**src/rtl/deq_pkg.sv**
```systemverilog
package deq_pkg;

    // Default sizing of the ring storage.
    localparam int DEPTH_DEF  = 16;
    localparam int DATA_W_DEF = 32;

    // Field widths on the stream ports.
    localparam int OP_W      = 3;
    localparam int ENTRY_W   = 32;
    localparam int INDEX_W   = 4;
    localparam int VALUE_W   = 32;
    localparam int LEN_W     = 5;
    localparam int STATUS_W  = 2;
    localparam int S_TDATA_W = 40;
    localparam int M_TDATA_W = 40;

    // Request operation codes.
    localparam logic [OP_W-1:0] OP_PUSH_FRONT = 3'd0;
    localparam logic [OP_W-1:0] OP_PUSH_BACK  = 3'd1;
    localparam logic [OP_W-1:0] OP_POP_FRONT  = 3'd2;
    localparam logic [OP_W-1:0] OP_POP_BACK   = 3'd3;
    localparam logic [OP_W-1:0] OP_PEEK_FRONT = 3'd4;
    localparam logic [OP_W-1:0] OP_PEEK_BACK  = 3'd5;
    localparam logic [OP_W-1:0] OP_PEEK_INDEX = 3'd6;

    // Result status codes.
    localparam logic [STATUS_W-1:0] ST_OK    = 2'd0;
    localparam logic [STATUS_W-1:0] ST_EMPTY = 2'd1;
    localparam logic [STATUS_W-1:0] ST_FULL  = 2'd2;

    // Commands from the controller to the datapath.
    typedef struct packed {
        logic latch;          // capture a new request
        logic rd_en;          // read the ring entry the request addresses
        logic commit_direct;  // finish a request that needs no stored word
        logic commit_read;    // finish a request with the word just read
    } t_cmd;

    // Status from the datapath to the controller.
    typedef struct packed {
        logic need_read;      // the held request returns a stored element
        logic out_free;       // the result register can take a new result
    } t_status;

endpackage

```
**src/rtl/double_ended_queue_core.sv**
```systemverilog
// Bounded double-ended queue of DEPTH words kept in a ring memory with a front
// pointer and an element count. Each request on the slave stream pushes or pops
// at either end, peeks at either end, or peeks at a position counted from the
// front; it returns exactly one result with the value, a found flag, the length
// after the request and a status (ok, empty, full). A request that returns a
// stored element passes through capture, a registered read of the ring memory
// and a result load in the controller; every other request skips the read
// (capture, result load). A new request is accepted only once the held one has
// finished, so the registered read port of the ring memory makes the requests
// that return an element the slower ones. A finished result waits in an output
// register, so the next request is captured while it is still pending; that
// request then holds in the controller until the receiver takes the waiting result.
// Stored words keep DATA_W bits; the reported length is the count modulo 32.
module double_ended_queue_core
    import deq_pkg::*;
#(
    parameter int DEPTH  = DEPTH_DEF,
    parameter int DATA_W = DATA_W_DEF
) (
    input  logic                 i_clk,
    input  logic                 i_rst_n,
    input  logic                 s_tvalid,
    output logic                 s_tready,
    input  logic [S_TDATA_W-1:0] s_tdata,   // op[2:0], entry[34:3], index[38:35]
    output logic                 m_tvalid,
    input  logic                 m_tready,
    output logic [M_TDATA_W-1:0] m_tdata    // value[31:0], found[32], length[37:33],
                                            // status[39:38]
);

    t_cmd                cmd;
    t_status             status;
    logic [VALUE_W-1:0]  value;
    logic                found;
    logic [LEN_W-1:0]    length;
    logic [STATUS_W-1:0] result;

    deq_ctrl u_ctrl (
        .i_clk    (i_clk),
        .i_rst_n  (i_rst_n),
        .s_tvalid (s_tvalid),
        .s_tready (s_tready),
        .i_status (status),
        .o_cmd    (cmd)
    );

    deq_datapath #(
        .DEPTH  (DEPTH),
        .DATA_W (DATA_W)
    ) u_datapath (
        .i_clk     (i_clk),
        .i_rst_n   (i_rst_n),
        .i_cmd     (cmd),
        .o_status  (status),
        .i_op      (s_tdata[OP_W-1:0]),
        .i_entry   (s_tdata[OP_W+ENTRY_W-1:OP_W]),
        .i_index   (s_tdata[OP_W+ENTRY_W+INDEX_W-1:OP_W+ENTRY_W]),
        .o_m_valid (m_tvalid),
        .i_m_ready (m_tready),
        .o_value   (value),
        .o_found   (found),
        .o_length  (length),
        .o_result  (result)
    );

    // Pack the result fields, value in the lowest bits.
    assign m_tdata = {result, length, found, value};

endmodule

```
**src/rtl/deq_ctrl.sv**
```systemverilog
module deq_ctrl
    import deq_pkg::*;
(
    input  logic    i_clk,
    input  logic    i_rst_n,
    input  logic    s_tvalid,
    output logic    s_tready,
    input  t_status i_status,
    output t_cmd    o_cmd
);

    localparam logic [1:0] S_IDLE = 2'd0;
    localparam logic [1:0] S_EXEC = 2'd1;
    localparam logic [1:0] S_LOAD = 2'd2;

    logic [1:0] r_state;
    logic [1:0] n_state;

    assign s_tready = (r_state == S_IDLE);

    // Next state and command decode.
    always_comb begin
        n_state = r_state;
        o_cmd   = '0;
        unique case (r_state)
            S_IDLE: begin
                if (s_tvalid) begin
                    o_cmd.latch = 1'b1;
                    n_state     = S_EXEC;
                end
            end
            S_EXEC: begin
                if (i_status.need_read) begin
                    o_cmd.rd_en = 1'b1;
                    n_state     = S_LOAD;
                end else if (i_status.out_free) begin
                    o_cmd.commit_direct = 1'b1;
                    n_state             = S_IDLE;
                end
            end
            S_LOAD: begin
                if (i_status.out_free) begin
                    o_cmd.commit_read = 1'b1;
                    n_state           = S_IDLE;
                end
            end
            default: begin
                n_state = S_IDLE;
            end
        endcase
    end

    // State register.
    always_ff @(posedge i_clk) begin
        if (!i_rst_n) begin
            r_state <= S_IDLE;
        end else begin
            r_state <= n_state;
        end
    end

endmodule

```
**src/rtl/deq_datapath.sv**
```systemverilog
module deq_datapath
    import deq_pkg::*;
#(
    parameter int DEPTH  = DEPTH_DEF,
    parameter int DATA_W = DATA_W_DEF
) (
    input  logic                i_clk,
    input  logic                i_rst_n,
    input  t_cmd                i_cmd,
    output t_status             o_status,
    input  logic [OP_W-1:0]     i_op,
    input  logic [ENTRY_W-1:0]  i_entry,
    input  logic [INDEX_W-1:0]  i_index,
    output logic                o_m_valid,
    input  logic                i_m_ready,
    output logic [VALUE_W-1:0]  o_value,
    output logic                o_found,
    output logic [LEN_W-1:0]    o_length,
    output logic [STATUS_W-1:0] o_result
);

    localparam int AW  = $clog2(DEPTH);
    localparam int CW  = $clog2(DEPTH + 1);
    localparam int IXW = CW + INDEX_W;

    // Held request.
    logic [OP_W-1:0]    r_op;
    logic [ENTRY_W-1:0] r_entry;
    logic [INDEX_W-1:0] r_index;

    // Ring state and storage.
    logic [AW-1:0]     r_front;
    logic [CW-1:0]     r_count;
    logic [DATA_W-1:0] r_mem [DEPTH];
    logic [DATA_W-1:0] r_rdata;

    // Result register.
    logic                r_m_valid;
    logic [VALUE_W-1:0]  r_value;
    logic                r_found;
    logic [LEN_W-1:0]    r_length;
    logic [STATUS_W-1:0] r_result;

    logic                is_push;
    logic                hit;
    logic                full;
    logic                empty;
    logic [CW-1:0]       cnt_m1;
    logic [AW-1:0]       front_dec;
    logic [AW-1:0]       front_inc;
    logic [AW-1:0]       back_pos;
    logic [AW-1:0]       last_pos;
    logic [AW-1:0]       index_pos;
    logic [AW-1:0]       rd_pos;
    logic [AW-1:0]       wr_pos;
    logic                wr_en;
    logic [STATUS_W-1:0] direct_status;
    logic [AW-1:0]       n_front;
    logic [CW-1:0]       n_count;

    // Modular add of an offset below DEPTH to a ring position.
    function automatic logic [AW-1:0] ring_add(input logic [AW-1:0] base,
                                               input logic [AW-1:0] off);
        logic [AW:0] sum;
        sum = {1'b0, base} + {1'b0, off};
        if (sum >= (AW+1)'(DEPTH)) begin
            sum = sum - (AW+1)'(DEPTH);
        end
        return sum[AW-1:0];
    endfunction

    // Ring positions for both ends and for an indexed peek.
    always_comb begin
        empty     = (r_count == '0);
        full      = (r_count >= CW'(DEPTH));
        cnt_m1    = r_count - 1'b1;
        front_dec = (r_front == '0) ? AW'(DEPTH - 1) : (r_front - 1'b1);
        front_inc = ring_add(r_front, AW'(1));
        back_pos  = ring_add(r_front, r_count[AW-1:0]);
        last_pos  = ring_add(r_front, cnt_m1[AW-1:0]);
        index_pos = ring_add(r_front, AW'(r_index));
    end

    // Request decode: which element is addressed and whether it exists.
    always_comb begin
        is_push       = 1'b0;
        hit           = 1'b0;
        rd_pos        = r_front;
        direct_status = ST_OK;
        unique case (r_op) inside
            OP_PUSH_FRONT, OP_PUSH_BACK: begin
                is_push       = 1'b1;
                direct_status = full ? ST_FULL : ST_OK;
            end
            OP_POP_FRONT, OP_PEEK_FRONT: begin
                hit           = !empty;
                rd_pos        = r_front;
                direct_status = ST_EMPTY;
            end
            OP_POP_BACK, OP_PEEK_BACK: begin
                hit           = !empty;
                rd_pos        = last_pos;
                direct_status = ST_EMPTY;
            end
            OP_PEEK_INDEX: begin
                hit           = (IXW'(r_index) < IXW'(r_count));
                rd_pos        = index_pos;
                direct_status = ST_EMPTY;
            end
            default: begin
                direct_status = ST_OK;
            end
        endcase
    end

    // Pointer and count updates at the end of a request.
    always_comb begin
        n_front = r_front;
        n_count = r_count;
        wr_en   = 1'b0;
        wr_pos  = back_pos;
        if (i_cmd.commit_direct && is_push && !full) begin
            wr_en   = 1'b1;
            n_count = r_count + 1'b1;
            if (r_op == OP_PUSH_FRONT) begin
                n_front = front_dec;
                wr_pos  = front_dec;
            end
        end
        if (i_cmd.commit_read) begin
            if (r_op == OP_POP_FRONT) begin
                n_front = front_inc;
                n_count = cnt_m1;
            end else if (r_op == OP_POP_BACK) begin
                n_count = cnt_m1;
            end
        end
    end

    assign o_status.need_read = hit;
    assign o_status.out_free  = !r_m_valid || i_m_ready;

    // Request capture.
    always_ff @(posedge i_clk) begin
        if (i_cmd.latch) begin
            r_op    <= i_op;
            r_entry <= i_entry;
            r_index <= i_index;
        end
    end

    // Ring storage with a registered read port.
    always_ff @(posedge i_clk) begin
        if (wr_en) begin
            r_mem[wr_pos] <= DATA_W'(r_entry);
        end
        if (i_cmd.rd_en) begin
            r_rdata <= r_mem[rd_pos];
        end
    end

    // Ring pointer and element count.
    always_ff @(posedge i_clk) begin
        if (!i_rst_n) begin
            r_front <= '0;
            r_count <= '0;
        end else begin
            r_front <= n_front;
            r_count <= n_count;
        end
    end

    // Result valid flag.
    always_ff @(posedge i_clk) begin
        if (!i_rst_n) begin
            r_m_valid <= 1'b0;
        end else if (i_cmd.commit_direct || i_cmd.commit_read) begin
            r_m_valid <= 1'b1;
        end else if (i_m_ready) begin
            r_m_valid <= 1'b0;
        end
    end

    // Result payload.
    always_ff @(posedge i_clk) begin
        if (i_cmd.commit_direct) begin
            r_value  <= '0;
            r_found  <= 1'b0;
            r_length <= LEN_W'(n_count);
            r_result <= direct_status;
        end else if (i_cmd.commit_read) begin
            r_value  <= VALUE_W'(r_rdata);
            r_found  <= 1'b1;
            r_length <= LEN_W'(n_count);
            r_result <= ST_OK;
        end
    end

    assign o_m_valid = r_m_valid;
    assign o_value   = r_value;
    assign o_found   = r_found;
    assign o_length  = r_length;
    assign o_result  = r_result;

endmodule
```
**config.mk**
```make
export PLATFORM = sky130hd
export DESIGN_NAME = double_ended_queue_core
export DESIGN_NICKNAME = d
export VERILOG_FILES = /design/src/rtl/deq_pkg.sv /design/src/rtl/double_ended_queue_core.sv /design/src/rtl/deq_ctrl.sv /design/src/rtl/deq_datapath.sv
export SDC_FILE = /design/constraint.sdc
export NUM_CORES = 1
export LEC_CHECK = 0
export BUFFER_PORTS_ARGS = -buffer_cell sky130_fd_sc_hd__buf_2
export CAP_MARGIN = 5
export CORE_UTILIZATION = 45
export CTS_CLUSTER_DIAMETER = 80
export DETAILED_ROUTE_END_ITERATION = 10
export GPL_ROUTABILITY_DRIVEN = 0
export GPL_TIMING_DRIVEN = 0
export SLEW_MARGIN = 20
export SYNTH_ARGS = -nofsm -noshare
export SYNTH_HDL_FRONTEND = slang
export SYNTH_SLANG_ARGS = --single-unit
```
**constraint.sdc**
```tcl
create_clock -name i_clk -period 3.45 [get_ports i_clk]
set_input_delay 0.1725 -clock i_clk [delete_from_list [all_inputs] [get_ports i_clk]]
set_output_delay 0.1725 -clock i_clk [all_outputs]
set_load 0.005 [all_outputs]
```
==> run_results.csv <==
group,metric,value,unit
cells_and_area,antenna_cells,0,
power,power_density,610,nW/um^2
min_path,min-delay-path-class,"in2reg",
global_route,overflow,0,
setup_path,critPathTopFamily,"compound AO/OA/AOI/OAI gates",
die,pin_count,86,
power,leakagePower,10.8,nW
yosys,syn_area_per_cell,13.1,um^2
route,drt_iter0_drc,1507,
setup_path,cp.depth,15,
setup_path,path_buf_inv,4,
min_path,hold_path_depth,2,
power,intPower,13.8,mW
cells_and_area,fillers,4326,
die,die_w,237,um
yosys,seq_area_frac_synth,75.2,%
sta,hold_violations,0,
min_path,worstHoldStart,"s_tvalid",
outcome,status,"completed",
route,wirelength,67000,um
clock_tree,htree_levels,3,
global_route,grt_max_degree,24,
die,start_util,45.7,%
yosys,ys_warn_count,0,
setup_path,startpoint,"u_datapath.r_count[1]",
setup_path,regToRegStartpoint,"u_datapath.r_count[1]",
power,switching_share,25.5,%
die,die_h,237,um
run,max_cap_violations,0,
global_route,grt_pass1_vias,15000,
sta,fmax,293,MHz
setup_path,end_kind,"register",
yosys,synth_edf_count,590,
power,p_clk_share,39.4,%
place,dp_hpwl,41800,um
clock_tree,cts_made_buffers,68,
route,vias,16000,
cells_and_area,drive_gt1_share,17.8,%
clock_tree,tritoncts,"yes",
sta,drv_slew,0,
setup_path,cp_max_fo,10,
die,core.rowCount,85,
die,core,54100,um^2
clock_tree,cts_buffer_depth,3,
sta,worst_pin_slew,1010,ps
sta,fin_skew,22.7,ps
setup_path,cp-start-kind,"register",
clock_tree,insertion_delay,610,ps
yosys,synth_nets,1948,
clock_tree,cts_root_buf,"clkbuf_16",
route,ant_nets,0,
setup_path,crit_type,"reg2reg",
yosys,netlist_area,24800,um^2
route,wl_per_cell,23.1,um
yosys,synthArstFlopShare,0,%
setup_path,r2r_slack,40,ps
route,viasPerCell,5.51,
sta,fin_crit_sh,98.9,%
setup_path,r2r-end,"u_datapath.r_rdata[12]",
clock_tree,cts.sinks,635,
place,numPortBuffers,84,
power,p_comb_share,13.6,%
global_route,grt_usage,23.6,%
yosys,synth_cell_types,56,
min_path,holdPathEnd,"u_datapath.r_index[0]",
route,dr.pass1.iters,7,
power,switchingPower,4.71,mW
yosys,synthCells,1887,
power,seq_power_share,47.0,%
yosys,yosysTopAreaCellShare,71.6,%
sta,fin_setup_tns,0,ps
yosys,ys_ff_latch,635,
yosys,synth_top_cell_by_area,"edfxtp_1",
yosys,ys.flop_type,"edfxtp_1",
cells_and_area,syn2layout_area_growth,22.3,%
place,placed_cell_area,26700,um^2
setup_path,slowest_stage,"dfxtp_2",
setup_path,path_cells,"inv_1 -> ha_1 -> xnor2_1 -> a21oi_1 -> ha_1 -> xor2_2 -> o21ba_4 -> o21a_4 -> nor3_4 -> buf_6 -> buf_12 -> buf_6 -> nand3_1 -> nand4_1 -> mux2i_1",
die,die_area,56000,um^2
power,vdd_drop_max,0.348,mV
cells_and_area,multi_input_area,5830,um^2
setup_path,reg2regPathDepth,15,
setup_path,crit_required,3800,ps
cells_and_area,nNetsFinal,2212,
global_route,antenna_found_initial,0,
route,drc_errors,0,
sta,setup_viol_count_final,0,
clock_tree,clk_pin_slew,60,ps
sta,max-slew-margin-rel,32.5,%
sta,period_needed,3410,ps
cells_and_area,postLayoutCellArea,30300,um^2
setup_path,crit_arrival,3760,ps
cells_and_area,seq_area,18600,um^2
global_route,grt_pass1_wl,95700,um
setup_path,max_stage_delay,410,ps
yosys,synth_area_leaders,"edfxtp_1, nand2_1, nand3_1",
-- metal layers --
metal | routed length (um) | GRT usage [%] | vias to the layer above
met1 | 27900 | 31.4 | 7895
met5 | 0 | 0 | -
met3 | 4840 | 4.39 | 126
met2 | 32200 | 38.8 | 598
li1 | - | - | 7344
met4 | 1990 | 8.28 | 0
-- worst max path at each step --
| stage | to |
|---|---|
| finish | u_datapath.r_rdata[12] |
| global route | u_datapath.r_rdata[12] |
| CTS | u_datapath.r_rdata[9] |
| detailed placement | u_datapath.r_rdata[2] |
| global placement | u_datapath.r_mem[1][14] |
| floorplan | u_datapath.r_mem[3][0] |
-- stage by stage --
step	std cells	total power, mW	utilization (%)	setup WS [ps]	hold WS (ps)
final	2897	18.5	55.9	37.2	151
after global routing	2897	19.0	55.9	-80.9	164
after CTS	2864	18.4	54.8	6.47	152
after detailed placement	2690	11.0	49.4	-850	351
after global placement	2667	10.9	48.1	-1910	351
after floorplan	1887	10.1	-	-61.2	271
-- Yosys cell counts, types with 2 or more instances --
cell	count
a31oi_1	7
nand2_1	586
o21ai_0	7
o31ai_1	3
xnor2_1	10
and3_1	2
nor3_2	2
edfxtp_1	590
a21oi_2	2
nor2b_1	10
nor3_4	2
buf_4	2
and2_1	7
nor3_1	9
fa_1	2
nand2b_1	8
mux2i_1	35
nor2_1	29
inv_1	9
nor3b_1	2
dfxtp_1	45
ha_1	15
a21oi_1	45
o21a_1	2
nand3b_1	2
buf_2	85
buf_6	3
a21o_1	4
clkbuf_1	12
nand4_1	64
nand3_1	260
a21boi_0	2
-- power by group through the flow --
stage / clock network (mW) / registers, mW / logic, mW
finish: 7.28 / 8.69 / 2.51
global route: 7.66 / 8.70 / 2.68
CTS: 7.38 / 8.69 / 2.33
detailed placement: 0 / 8.85 / 2.13
global placement: 0 / 8.85 / 2.08
floorplan: 0 / 8.80 / 1.27
-- final cells by class --
| type | count | share of cell area (%) |
|---|---|---|
| buffer | 103 | 2.42 |
| clock inverter | 31 | 1.15 |
| inverter | 9 | 0.112 |
| clock buffer | 89 | 6.19 |
| multi-input combinational | 1140 | 19.3 |
| tap | 696 | 2.88 |
| timing repair buffer | 194 | 6.50 |
| sequential | 635 | 61.5 |
-- state kept, by name, indices dropped and copies added, names as in the netlist --
register and flops:
u_datapath.r_mem 512, u_datapath.o_value 32, u_datapath.r_entry 32, u_datapath.r_rdata 32, u_datapath.o_length 5, u_datapath.r_count 5, u_datapath.r_front 4, u_datapath.r_index 4
u_datapath.r_op 3, u_ctrl.r_state 2, u_datapath.o_result 2, u_datapath.o_found 1, u_datapath.o_m_valid 1
-- layout by cell type (no fill, tap or decap), drive strengths merged, types with 4 or more instances in the layout --
cell         instances
nor2                30
clkinv              19
xnor2               11
ha                  15
a31oi                7
dfxtp               45
nor2b               10
and2                 7
nand2              587
o21ai                8
nand4               64
clkbuf             134
nand3              260
bufinv               6
a21o                 4
edfxtp             590
mux2i               35
dlygate4sd3         41
nor3                13
inv                 13
nand2b               8
buf                211
a21oi               47
-- logic make-up after synthesis --
logic type / count (synthesis) / synth area share [%]
and+or+nand+nor: 989 / 17.6
DFF: 635 / 75.2
buffers and inverters: 112 / 2.25
AOI/OAI and AO/OA: 85 / 2.08
muxes: 36 / 1.46
adders and majority gates: 18 / 0.965
xor gates and xnor gates: 12 / 0.455
-- what timing repair did --
item / 4_1_cts / 5_1_grt
cloned: 0 / 3
gates resized for setup: 42 / 63
pin swaps: 7 / 17
hold buffers: 41 / 0
buffers inserted: 13 / 30
hold endpoints to repair: 41 / 0
setup endpoints to repair: 39 / 277
Note: power is estimated with default switching activity, not from simulation.
